[src/rtl/fwdf_pkg.sv]
package fwdf_pkg;

    localparam int ValueW = 32;
    localparam int ModeW  = 2;
    localparam int CharW  = 8;
    localparam int MaxDigits = 10;
    localparam int DigIdxW = $clog2(MaxDigits);

    // width mode codes
    localparam logic [ModeW-1:0] MODE_8  = 2'd0;
    localparam logic [ModeW-1:0] MODE_16 = 2'd1;
    localparam logic [ModeW-1:0] MODE_32 = 2'd2;

    // ASCII characters
    localparam logic [CharW-1:0] CH_ZERO  = 8'h30;
    localparam logic [CharW-1:0] CH_CR    = 8'h0D;
    localparam logic [CharW-1:0] CH_LF    = 8'h0A;
    localparam logic [CharW-1:0] CH_MINUS = 8'h2D;
    localparam logic [CharW-1:0] CH_PLUS  = 8'h2B;

    // reciprocal of ten, exact for any 32-bit dividend with a shift of 35
    localparam logic [ValueW-1:0] RECIP10 = 32'hCCCC_CCCD;
    localparam int RecipShift = 35;

    // output character select codes
    typedef logic [1:0] t_sel;
    localparam t_sel SEL_SIGN  = 2'd0;
    localparam t_sel SEL_DIGIT = 2'd1;
    localparam t_sel SEL_CR    = 2'd2;
    localparam t_sel SEL_LF    = 2'd3;

    typedef struct packed {
        logic                 load;
        logic                 step;
        logic                 out_load;
        t_sel                 sel;
        logic [DigIdxW-1:0]   idx;
    } t_cmd;

    typedef struct packed {
        logic [DigIdxW-1:0]   places;
        logic                 sgn;
    } t_status;

endpackage

[src/rtl/fwdf_ctrl.sv]
module fwdf_ctrl (
    input  logic                 i_clk,
    input  logic                 i_rst_n,
    input  logic                 i_in_valid,
    output logic                 o_in_ready,
    output logic                 o_out_valid,
    input  logic                 i_out_ready,
    input  fwdf_pkg::t_status    i_status,
    output fwdf_pkg::t_cmd       o_cmd
);
    import fwdf_pkg::*;

    localparam logic [2:0] ST_IDLE = 3'd0;
    localparam logic [2:0] ST_DIV  = 3'd1;
    localparam logic [2:0] ST_SIGN = 3'd2;
    localparam logic [2:0] ST_DIG  = 3'd3;
    localparam logic [2:0] ST_CR   = 3'd4;
    localparam logic [2:0] ST_LF   = 3'd5;

    logic [2:0]          r_state, n_state;
    logic [DigIdxW-1:0]  r_cnt, n_cnt;
    logic                r_ovalid, n_ovalid;
    logic                w_slot;
    logic [DigIdxW-1:0]  w_top;

    assign w_slot = !r_ovalid || i_out_ready;
    assign w_top  = i_status.places - DigIdxW'(1);

    always_comb begin
        n_state      = r_state;
        n_cnt        = r_cnt;
        o_cmd.load     = 1'b0;
        o_cmd.step     = 1'b0;
        o_cmd.out_load = 1'b0;
        o_cmd.sel      = SEL_DIGIT;
        o_cmd.idx      = r_cnt;
        unique case (r_state)
            ST_IDLE: begin
                if (i_in_valid) begin
                    o_cmd.load = 1'b1;
                    n_cnt      = '0;
                    n_state    = ST_DIV;
                end
            end
            ST_DIV: begin
                o_cmd.step = 1'b1;
                if (r_cnt == w_top) begin
                    n_state = i_status.sgn ? ST_SIGN : ST_DIG;
                end else begin
                    n_cnt = r_cnt + DigIdxW'(1);
                end
            end
            ST_SIGN: begin
                o_cmd.sel = SEL_SIGN;
                if (w_slot) begin
                    o_cmd.out_load = 1'b1;
                    n_state        = ST_DIG;
                end
            end
            ST_DIG: begin
                // most significant digit first
                if (w_slot) begin
                    o_cmd.out_load = 1'b1;
                    if (r_cnt == '0) begin
                        n_state = ST_CR;
                    end else begin
                        n_cnt = r_cnt - DigIdxW'(1);
                    end
                end
            end
            ST_CR: begin
                o_cmd.sel = SEL_CR;
                if (w_slot) begin
                    o_cmd.out_load = 1'b1;
                    n_state        = ST_LF;
                end
            end
            ST_LF: begin
                o_cmd.sel = SEL_LF;
                if (w_slot) begin
                    o_cmd.out_load = 1'b1;
                    n_state        = ST_IDLE;
                end
            end
            default: begin
                n_state = ST_IDLE;
            end
        endcase
    end

    always_comb begin
        n_ovalid = r_ovalid;
        if (o_cmd.out_load) begin
            n_ovalid = 1'b1;
        end else if (i_out_ready) begin
            n_ovalid = 1'b0;
        end
    end

    always_ff @(posedge i_clk) begin
        if (!i_rst_n) begin
            r_state  <= ST_IDLE;
            r_cnt    <= '0;
            r_ovalid <= 1'b0;
        end else begin
            r_state  <= n_state;
            r_cnt    <= n_cnt;
            r_ovalid <= n_ovalid;
        end
    end

    assign o_in_ready  = (r_state == ST_IDLE);
    assign o_out_valid = r_ovalid;

    a_load_free: assert property (@(posedge i_clk) disable iff (!i_rst_n)
        o_cmd.out_load |-> w_slot)
        else $error("output register overwritten while still valid");

    a_div_range: assert property (@(posedge i_clk) disable iff (!i_rst_n)
        (r_state == ST_DIV) |-> (r_cnt < i_status.places))
        else $error("digit counter past record width");

    a_dig_range: assert property (@(posedge i_clk) disable iff (!i_rst_n)
        (r_state == ST_DIG) |-> (r_cnt < i_status.places))
        else $error("digit index past record width");

    a_lf_idle: assert property (@(posedge i_clk) disable iff (!i_rst_n)
        (o_cmd.out_load && o_cmd.sel == SEL_LF) |=> (r_state == ST_IDLE))
        else $error("record did not end after LF");

endmodule

[config.mk]
export PLATFORM = sky130hd
export DESIGN_NAME = fwdf_ctrl
export DESIGN_NICKNAME = d
export VERILOG_FILES = /design/src/rtl/fwdf_pkg.sv /design/src/rtl/fwdf_ctrl.sv
export SDC_FILE = /design/constraint.sdc
export NUM_CORES = 1
export LEC_CHECK = 0
export BUFFER_PORTS_ARGS = -buffer_cell sky130_fd_sc_hd__buf_2
export CAP_MARGIN = 25
export CELL_PAD_IN_SITES_DETAIL_PLACEMENT = 0
export CELL_PAD_IN_SITES_GLOBAL_PLACEMENT = 2
export CORE_MARGIN = 5
export CORE_UTILIZATION = 32
export DETAILED_ROUTE_END_ITERATION = 16
export PLACE_DENSITY_LB_ADDON = 0.1
export RECOVER_POWER = 50
export SETUP_SLACK_MARGIN = 0.3
export SLEW_MARGIN = 10
export SYNTH_ARGS = -nofsm -noshare
export SYNTH_HDL_FRONTEND = slang
export SYNTH_SLANG_ARGS = --single-unit
[constraint.sdc]
create_clock -name i_clk -period 3.2 [get_ports i_clk]
set_clock_uncertainty 0.05 [all_clocks]
set_input_delay 0.32 -clock i_clk [delete_from_list [all_inputs] [get_ports i_clk]]
set_output_delay 0.32 -clock i_clk [all_outputs]
set_load 0.03 [all_outputs]
======== Word level (Yosys, flattened, before mapping) ========
Cells that the tools add are included.
storage, ports and cells
  bits in registers ....................... 8
  bits in latches ......................... 0
  memory bits (writable) .................. 0
  ROM bits ................................ 0
  bits of input ports ..................... 9
  output and inout port bits .............. 11
  logic and storage cells ................. 52
  memories ................................ 0
operators by class
  $add $sub $neg .......................... 3
  multiply operators ...................... 0
  div/mod/pow operators ................... 0
  $lt $le $gt $ge ......................... 0
  eq/ne operators ......................... 15
  shifts and indexed selects .............. 0
  multiplexer cells ....................... 22
  bitwise logic cells ..................... 0
  reductions and logical operators ........ 9
operators with widths
  cell                                                                   number
  3-bit two-way mux                                                      7
  2-bit != test, second input constant                                   9
  3-bit one-hot mux with 6 select lines                                  1
  4-bit two-way mux                                                      4
  4-bit one-hot mux with 3 select lines                                  1
  1-bit two-way mux                                                      8
  4-bit by 1-bit subtractor with 4-bit output, second input constant     2
  7-bit AND reduction                                                    1
  3-bit by 2-bit equality test with 1-bit output, second input constant  2
  3-bit equality test, second input constant                             2
  2-bit one-hot mux with 3 select lines                                  1
  5-bit AND reduction                                                    1
  4-bit by 1-bit adder with 4-bit output, second input constant          1
  4-bit equality test                                                    1
  4-bit logical NOT                                                      1
  4-bit OR reduction                                                     1
  3-bit by 1-bit equality test with 1-bit output, second input constant  1
  3-bit logical NOT                                                      1
  3-bit nonzero test                                                     1
  2-bit nonzero test                                                     1
  1-bit logical NOT                                                      1
  1-bit logical OR                                                       1

======== Longest topological paths before layout ========
Gate-level depths: netlist (run 1).
  depth after elaboration ................. 5
  depth in mapped cells ................... 11
  mapped depth without buffers ............ 10

======== Worst setup path after synthesis (run 1) ========
OpenSTA, ideal clock, no wires.
  path type ............................... register to output
  start point ............................. reg r_state[0]
  end point ............................... out o_cmd[8] in the netlist's numbering
  arrival time ............................ 1.630 ns
  required time ........................... 2.830 ns
  slack ................................... 1.200 ns
  cell stages (with the launch flop) ...... 4
  buffers on the path ..................... 1
  cell sequence ........................... dfxtp_1 bufbuf_8 nor3_1 and2_1
RTL lines
  what                    RTL line          text
  from (decl)             fwdf_ctrl.sv:20   logic [2:0] r_state, n_state;
  from (signal assigned)  fwdf_ctrl.sv:106  r_state <= n_state;
  to (decl)               fwdf_ctrl.sv:9    output fwdf_pkg::t_cmd o_cmd

======== Final worst setup path (run 1) ========
  start point ............................. reg r_state[0]
  end point ............................... reg r_cnt[3]
between the ends
  word-level cells in the longest chain between the ends .. 3
  elaborated cells between the ends (all ways) .. 10
  those cells by class .................... eq/ne (6); mux (1); reduce/logical (3)
RTL lines
  what                                                                    RTL line          text
  3-bit by 2-bit equality test with 1-bit output (tied with other cells)  fwdf_ctrl.sv:37   unique case (r_state)
  2-bit != test (no source line) or 3-bit nonzero test (tied branches)    n/a
  5-bit AND reduction (no source line)                                    n/a
  to (signal assigned)                                                    fwdf_ctrl.sv:107  r_cnt <= n_cnt;
  to (decl)                                                               fwdf_ctrl.sv:21   logic [DigIdxW-1:0] r_cnt, n_cnt;
Several ways; a longest one is shown, not always the timed one.
A chain may end at the register's enable or synchronous reset.

==> impl_metrics.py, run 1 <==
metrics = {
    "synthesis": {
        "synth.cell_area_sq_um": 773.2,
        "yosys_register_bits": 8,
        "yosysWarningCount": 0,
        "yosys.area.top_type": "sky130_fd_sc_hd__dfxtp_1",
        "netlist_top_cells_area": "sky130_fd_sc_hd__dfxtp_1 21%, sky130_fd_sc_hd__ha_1 9.7%, sky130_fd_sc_hd__mux2i_1 5.2%",
        "async_reset_ff_share_pct": 0,
        "synth_cell_types": 38,
        "synth.yosys.seq_area_share_pct": 20.71,
        "post_synth_inst_count": 90,
        "yosys.area.top_type_share_pct": 20.71,
        "synth_top_flop_cell": "sky130_fd_sc_hd__dfxtp_1",
        "synth-edff-count": 0,
        "synth.net_count": 106,
        "avgSynthCellArea_sq_um": 8.592,
    },
    "place": {
        "port-buffer-count": 19,
        "dp_slack_ns": 0.9982,
        "finalWeightedCongestion": 0.6875,
        "place.detailed.hpwl_microns": 1353,
    },
    "timing": {
        "final.setup.worst_slack_ns": 0.9814,
        "whs_ns": 0.3630,
        "finalSetupViolations": 0,
        "period_share_pct": 69.33,
        "max_freq_mhz": 450.7,
        "final_hold_viol_count": 0,
        "final.setup.tns_ns": 0,
        "maxSlewHeadroom_pct": 56.96,
        "worst-slew-pin-transition_ns": 0.6397,
        "final_max_slew_viol_count": 0,
        "rsz0062_at_grt": "no",
        "post-route-min-period_ns": 2.219,
    },
    "job": {
        "max_cap_viol_count": 0,
    },
    "power": {
        "sequentialPowerShare_pct": 41.3,
        "vdd.ir_drop.worst_v": 0.0001597,
        "pwr-share-comb_pct": 31.6,
        "power.total_uw": 275.4,
        "clockPowerShare_pct": 27.1,
        "leakage_uw": 0.0003916,
        "power_switching_share_pct": 34.64,
        "power.switching_uw": 95.38,
        "internal-power_uw": 180.0,
        "power_density_nw_per_um2": 321.8,
    },
    "clock_network": {
        "postCtsSetupRepairBufs": 0,
        "cts-buffers-inserted": 3,
        "worstSkewPairLatency_ns": 0.25,
        "max-clock-path-buffers": 2,
        "post_cts_resized": 0,
        "cts-htree-levels": 1,
        "cts_hold_repair.buffers": 0,
        "clk_pin_slew_worst_paths_ns": 0.05,
        "clock_sinks": 8,
        "clk_root_buffer_cell": "sky130_fd_sc_hd__clkbuf_4",
        "clock_tree_from_tritoncts": "done",
    },
    "detailed_routing": {
        "dr.pass1.iters": 4,
        "number_of_violations_reported_at_the_end_of_detailed_routing_iteration_0": 7,
        "drc_violations_left": 0,
        "routedWlPerCell_microns": 12.27,
        "final_wirelength_microns": 1656,
        "route.antenna.remaining_nets": 0,
        "vias_after_detailed_routing": 663,
        "via_per_inst": 4.911,
    },
    "layout": {
        "area_delta_synth_final_pct": 10.68,
        "post_route_cells_drive_above_1_share_pct": 21.50,
        "nets": 125,
        "insertedDiodeCount": 0,
    },
    "grt": {
        "grt_pass1_vias": 643,
        "maximum_number_of_pins_on_one_net_before_global_route_repair": 13,
        "global_route_wire_length_before_repair_microns": 2656,
        "antenna_found_initial": 0,
        "grt_remaining_overflow": 0,
        "overall_track_demand_over_capacity_in_global_routing_pct": 9.928,
    },
    "floorplan": {
        "rows": 17,
        "core_region_area_sq_um": 2255,
        "fp.dieW_microns": 59.16,
        "io_pins": 20,
        "design.die.area_sq_um": 3499,
        "die_h_microns": 59.16,
        "floorplan.initialDensity_pct": 34.30,
    },
    "critical_path": {
        "crit_type": "flip-flop to flip-flop",
        "worstPathMaxFanout": 11,
        "timing.critical_path.from_type": "flip-flop",
        "cp.required_ns": 3.32,
        "crit_path_max_incr_delay_ns": 0.52,
        "cp-end-kind": "flip-flop",
        "cpMaxStageDelayCell": "sky130_fd_sc_hd__dfxtp_1",
        "worstPathCellList": "inv_2, nor2_1, nand2_1, inv_1, ha_1, a21o_1, a21oi_1, xnor2_1, nand3_1, mux2i_1",
        "crit_arrival_ns": 2.34,
    },
    "run_status": {
        "status": "finished, final reports clean",
    },
    "worst_hold_path": {
        "worst_hold_path_type": "input port to flip-flop",
    },
}
cells in the mapped netlist (2+ instances only):
cell type,instances
sky130_fd_sc_hd__ha_1,6
sky130_fd_sc_hd__dfxtp_1,8
sky130_fd_sc_hd__inv_2,3
sky130_fd_sc_hd__o21a_1,2
sky130_fd_sc_hd__inv_1,7
sky130_fd_sc_hd__and2_1,2
sky130_fd_sc_hd__a21oi_1,5
sky130_fd_sc_hd__nor3_1,2
sky130_fd_sc_hd__a31oi_1,3
sky130_fd_sc_hd__nor2_1,4
sky130_fd_sc_hd__mux2i_1,4
sky130_fd_sc_hd__xnor2_1,4
sky130_fd_sc_hd__nand3_1,4
sky130_fd_sc_hd__nand2_1,8
sky130_fd_sc_hd__nand2b_1,2
sky130_fd_sc_hd__xor2_1,2
sky130_fd_sc_hd__o21ai_0,3
area by class of cell:
type | instances | area [sq um]
Fill cell | 265 | 1399
Clock buffer | 3 | 22.52
Sequential cell | 8 | 160.2
Multi-Input combinational cell | 67 | 513.0
Inverter | 10 | 37.54
Timing Repair Buffer | 19 | 87.58
Tap cell | 28 | 35.03
through the flow:
step | area, sq um | std cells | utilization (%)
after CTS | 869.6 | 135 | 38.57
final | 855.8 | 135 | 37.96
after global routing | 855.8 | 135 | 37.96
after floorplan | 773.2 | 90 | -
after detailed placement | 847.1 | 132 | 37.57
after global placement | 847.1 | 132 | 37.57
layout by cell type, fill, tap and decap left out:
cell type / Yosys / routed
sky130_fd_sc_hd__buf_2: 1 / 13
sky130_fd_sc_hd__nand2_1: 8 / 8
sky130_fd_sc_hd__inv_1: 7 / 8
sky130_fd_sc_hd__dfxtp_1: 8 / 8
sky130_fd_sc_hd__ha_1: 6 / 6
sky130_fd_sc_hd__clkbuf_1: 0 / 6
sky130_fd_sc_hd__a21oi_1: 5 / 5
sky130_fd_sc_hd__nor2_1: 4 / 4
sky130_fd_sc_hd__xnor2_1: 4 / 4
sky130_fd_sc_hd__nand3_1: 4 / 4
sky130_fd_sc_hd__mux2i_1: 4 / 4
sky130_fd_sc_hd__a31oi_1: 3 / 3
sky130_fd_sc_hd__o21ai_0: 3 / 3
sky130_fd_sc_hd__clkbuf_4: 0 / 3
sky130_fd_sc_hd__nand2b_1: 2 / 2
sky130_fd_sc_hd__and2_1: 2 / 2
sky130_fd_sc_hd__inv_2: 3 / 2
sky130_fd_sc_hd__nor3_1: 2 / 2
sky130_fd_sc_hd__xor2_1: 2 / 2
sky130_fd_sc_hd__o21a_1: 2 / 2
sky130_fd_sc_hd__nand2_2: 1 / 1
sky130_fd_sc_hd__a21o_1: 1 / 1
sky130_fd_sc_hd__xor2_2: 1 / 1
sky130_fd_sc_hd__xnor3_1: 1 / 1
sky130_fd_sc_hd__nand3_2: 1 / 1
sky130_fd_sc_hd__nor4_4: 1 / 1
sky130_fd_sc_hd__nor4_1: 0 / 1
sky130_fd_sc_hd__or3_1: 1 / 1
sky130_fd_sc_hd__o32a_1: 1 / 1
sky130_fd_sc_hd__nor2_4: 1 / 1
sky130_fd_sc_hd__a21boi_0: 1 / 1
sky130_fd_sc_hd__o21ai_1: 1 / 1
sky130_fd_sc_hd__o22ai_1: 1 / 1
sky130_fd_sc_hd__a22oi_1: 1 / 1
sky130_fd_sc_hd__nand3b_1: 1 / 1
sky130_fd_sc_hd__fa_1: 1 / 1
worst max-delay path: cells and delay by family, from the launching register on:
family | cells | cell delay [ns]
mux | 1 | 0.14
buf+inv | 2 | 0.21
flops | 1 | 0.52
fa+ha+maj | 1 | 0.23
xor+xnor | 1 | 0.13
simple gates | 3 | 0.51
compound gates | 2 | 0.34
state kept, by name, summed over array words and instances (netlist names):
signal	flops
o_out_valid	1
r_state	3
r_cnt	4
routing by layer:
layer | up-vias | wire [microns] | track usage, %
met5 | - | 0 | 0
met4 | 0 | 0 | 3.883
met3 | 0 | 76 | 2.614
met2 | 12 | 867 | 17.98
met1 | 309 | 712 | 10.89
li1 | 342 | - | -
worst paths after layout:
path | slack, ns | depth (start not counted) | from | to
setup / recovery | 0.98 | 10 | r_state[0] | r_cnt[3]
hold / removal | 0.36 | 2 | i_rst_n | r_state[2]
setup reg to reg | 0.98 | 10 | r_state[0] | r_cnt[3]
hold reg to reg | 0.49 | 2 | r_cnt[2] | r_cnt[2]
kinds of logic (layout without fill, tap and decap cells):
group                      Yosys count  in the layout  synth area share (%)
and+or+nand+nor                     29             29                 22.65
AOI/OAI and AO/OA                   19             19                 15.21
buffers and inverters               15             32                 12.14
xor gates and xnor gates             8              8                 11.81
DFF                                  8              8                 20.71
adders and majority gates            7              7                 12.30
muxes                                4              4                 5.178
power by group through the flow:
stage | clock network (uW) | registers (uW) | logic, uW
2_1_floorplan | 0 | 115 | 73.8
3_3_place_gp | 0 | 116 | 88.9
3_5_place_dp | 0 | 116 | 89.7
4_1_cts | 80.1 | 114 | 90.1
5_1_grt | 87.0 | 114 | 96.5
6_report | 74.5 | 114 | 87.1
Note: power is estimated with default switching activity, not from simulation.
==> run 2: changes to the inputs <==
--- a/config.mk
+++ b/config.mk
@@ -5,12 +5,13 @@
 export SDC_FILE = /design/constraint.sdc
 export NUM_CORES = 1
 export LEC_CHECK = 0
+export ABC_AREA = 1
 export BUFFER_PORTS_ARGS = -buffer_cell sky130_fd_sc_hd__buf_2
 export CAP_MARGIN = 25
 export CELL_PAD_IN_SITES_DETAIL_PLACEMENT = 0
 export CELL_PAD_IN_SITES_GLOBAL_PLACEMENT = 2
 export CORE_MARGIN = 5
-export CORE_UTILIZATION = 32
+export CORE_UTILIZATION = 26
 export DETAILED_ROUTE_END_ITERATION = 16
 export PLACE_DENSITY_LB_ADDON = 0.1
 export RECOVER_POWER = 50
==> constraint.sdc (replaced) <==
create_clock -name i_clk -period 2.3 [get_ports i_clk]
set_clock_uncertainty 0.05 [all_clocks]
set_input_delay 0.23 -clock i_clk [delete_from_list [all_inputs] [get_ports i_clk]]
set_output_delay 0.23 -clock i_clk [all_outputs]
set_load 0.03 [all_outputs]
==> impl_metrics.py, run 2 <==
metrics = {
    "run_status": {
        "status": "finished, final reports clean",
    },
    "floorplan": {
        "design.die.area_sq_um": 4250,
        "fp.dieW_microns": 65.19,
        "rows": 20,
        "io_pins": 20,
        "die_h_microns": 65.19,
        "core_region_area_sq_um": 2978,
        "floorplan.initialDensity_pct": 26.60,
    },
    "synthesis": {
        "yosys.area.top_type": "sky130_fd_sc_hd__dfxtp_1",
        "synth-edff-count": 0,
        "yosysWarningCount": 0,
        "synth_top_flop_cell": "sky130_fd_sc_hd__dfxtp_1",
        "post_synth_inst_count": 130,
        "netlist_top_cells_area": "sky130_fd_sc_hd__dfxtp_1 20%, sky130_fd_sc_hd__nand2_1 18%, sky130_fd_sc_hd__ha_1 9.5%",
        "yosys_register_bits": 8,
        "yosys.area.top_type_share_pct": 20.22,
        "synth_cell_types": 21,
        "async_reset_ff_share_pct": 0,
        "synth.yosys.seq_area_share_pct": 20.22,
        "synth.cell_area_sq_um": 792.0,
        "synth.net_count": 146,
        "yosysMostFrequentCell": "sky130_fd_sc_hd__nand2_1",
        "ys_top_cells_by_count": "38 x sky130_fd_sc_hd__nand2_1, 17 x sky130_fd_sc_hd__inv_1, 15 x sky130_fd_sc_hd__nor2_1",
        "avgSynthCellArea_sq_um": 6.092,
    },
    "critical_path": {
        "crit_type": "flip-flop to output pin",
        "worstPathCellList": "inv_1, ha_1, inv_1, nor2_1, buf_2",
        "cp-end-kind": "output pin",
        "cp.required_ns": 2.02,
        "r2r-start": "r_state[2]",
        "cell_family_contributing_the_most_delay_on_the_critical_path": "flip-flops",
        "cpMaxStageDelayCell": "sky130_fd_sc_hd__dfxtp_1",
        "cp.buffers_inverters": 3,
        "worstReg2RegEnd": "r_cnt[2]",
        "timing.critical_path.from_type": "flip-flop",
        "crit_arrival_ns": 1.64,
        "critical_path.most_common_cell": "sky130_fd_sc_hd__inv_1",
        "crit_path_max_incr_delay_ns": 0.55,
        "worstPathMaxFanout": 9,
        "rr_worst_depth": 7,
        "worst_r2r_setup_slack_ns": 0.40,
    },
    "timing": {
        "final_hold_viol_count": 0,
        "period_share_pct": 83.63,
        "maxSlewHeadroom_pct": 74.60,
        "rsz0062_at_grt": "no",
        "max_freq_mhz": 519.9,
        "final_max_slew_viol_count": 0,
        "worst-slew-pin-transition_ns": 0.3804,
        "finalSetupViolations": 0,
        "post-route-min-period_ns": 1.923,
        "whs_ns": 0.1712,
        "final.setup.tns_ns": 0,
    },
    "power": {
        "sequentialPowerShare_pct": 21.1,
        "power.switching_uw": 706.8,
        "vdd.ir_drop.worst_v": 0.0004082,
        "power_switching_share_pct": 57.53,
        "clockPowerShare_pct": 9.4,
        "leakage_uw": 0.0005003,
        "power_density_nw_per_um2": 1313,
        "internal-power_uw": 521.8,
        "pwr-share-comb_pct": 69.5,
    },
    "worst_hold_path": {
        "worst_hold_path_type": "input port to flip-flop",
        "min_to": "r_cnt[3]",
        "hp-start": "i_rst_n",
        "hold-path-cell-count": 3,
    },
    "detailed_routing": {
        "dr.pass1.iters": 3,
        "final_wirelength_microns": 2158,
        "drc_violations_left": 0,
        "route.antenna.remaining_nets": 0,
        "number_of_violations_reported_at_the_end_of_detailed_routing_iteration_0": 26,
        "vias_after_detailed_routing": 832,
        "via_per_inst": 4.522,
        "routedWlPerCell_microns": 11.73,
    },
    "layout": {
        "final-seq-area_sq_um": 160.2,
        "num-fill-cells": 350,
        "largest_register": "r_cnt",
        "insertedDiodeCount": 0,
        "post_route_cells_drive_above_1_share_pct": 17.88,
        "final_cell_mix": "38 x sky130_fd_sc_hd__nand2_1, 20 x sky130_fd_sc_hd__inv_1, 15 x sky130_fd_sc_hd__nor2_1, 14 x sky130_fd_sc_hd__nand3_1, 13 x sky130_fd_sc_hd__buf_2",
        "multi_input_area_sq_um": 545.5,
        "final_common_cell": "sky130_fd_sc_hd__nand2_1",
        "nets": 169,
        "largest_register_ffs": 4,
        "area_delta_synth_final_pct": 18.17,
    },
    "clock_network": {
        "worstSkewPairLatency_ns": 0.26,
        "clk_root_buffer_cell": "sky130_fd_sc_hd__clkbuf_4",
        "clk_pin_slew_worst_paths_ns": 0.06,
        "postCtsSetupRepairBufs": 0,
        "max-clock-path-buffers": 2,
        "cts-htree-levels": 1,
        "cts-buffers-inserted": 3,
        "post_cts_resized": 0,
        "cts_hold_repair.buffers": 0,
        "clock_sinks": 8,
        "clock_tree_from_tritoncts": "done",
    },
    "place": {
        "port-buffer-count": 19,
        "place.detailed.hpwl_microns": 1799,
        "finalWeightedCongestion": 0.7513,
    },
    "grt": {
        "maximum_number_of_pins_on_one_net_before_global_route_repair": 10,
        "overall_track_demand_over_capacity_in_global_routing_pct": 10.98,
        "grt_remaining_overflow": 0,
        "grt_pass1_vias": 810,
        "global_route_wire_length_before_repair_microns": 3588,
        "antenna_found_initial": 0,
    },
    "job": {
        "max_cap_viol_count": 0,
    },
}
## run 2: through the flow
stage | worst slack (ns) | instance area [sq um] | power [uW] | util (%) | std cells
after floorplan | 0.6280 | 792.0 | 941.6 | - | 130
after global placement | 0.4490 | 920.9 | 1142 | 30.92 | 181
after detailed placement | 0.4807 | 920.9 | 1141 | 30.92 | 181
after CTS | 0.4396 | 943.4 | 1264 | 31.68 | 184
after global routing | 0.2599 | 935.9 | 1360 | 31.43 | 184
final | 0.3765 | 935.9 | 1229 | 31.43 | 184
## run 2: routing by layer
metal	share of wire (%)	vias to the layer above	wire, microns	global-route usage, %
li1	-	450	-	-
met1	42	373	913	11.53
met2	55	9	1178	20.99
met3	3.0	0	65	4.103
met4	0	0	0	1.554
met5	0	-	0	0
## run 2: cell type report
cell class,count,share of cell area [%]
clock buffers,3,2.406
inverters,21,8.422
multi-input cells,100,58.29
flip-flops and latches,8,17.11
well taps,33,4.412
repair buffers,19,9.358
## run 2: how the worst max path moves through the flow
stage | startpoint | to | slack [ns] | depth (start not counted)
6_report | r_state[2] | o_cmd[6] | 0.38 | 5
4_1_cts | r_state[2] | o_cmd[6] | 0.44 | 5
2_1_floorplan | r_state[2] | o_cmd[4] | 0.63 | 4
3_5_place_dp | r_state[2] | r_cnt[2] | 0.48 | 7
3_3_place_gp | r_state[2] | r_cnt[2] | 0.45 | 7
5_1_grt | r_state[2] | r_cnt[2] | 0.26 | 7
## run 2: worst min-delay path, delay by kind of cell
kind                   cells  cell delay (ns)
buffers and inverters      1             0.12
and+or+nand+nor            2             0.09
## run 2: logic make-up (layout without fill, tap and decap cells)
| kind of cell | count (synthesis) | count (layout) | synth area share (%) |
|---|---|---|---|
| AND/OR/NAND/NOR | 78 | 78 | 44.08 |
| AO/OA/AOI/OAI | 11 | 11 | 8.372 |
| buffers and inverters | 22 | 43 | 10.90 |
| adder cells (fa/ha/maj) | 7 | 7 | 12.01 |
| XOR/XNOR | 4 | 4 | 4.424 |
| flip-flops | 8 | 8 | 20.22 |
## run 2: power by group through the flow
stage	Sequential [uW]	Combinational, uW	Clock (uW)
floorplan	317	625	0
global placement	262	880	0
global route	271	957	132
CTS	260	881	122
detailed placement	263	878	0
finish	259	854	115
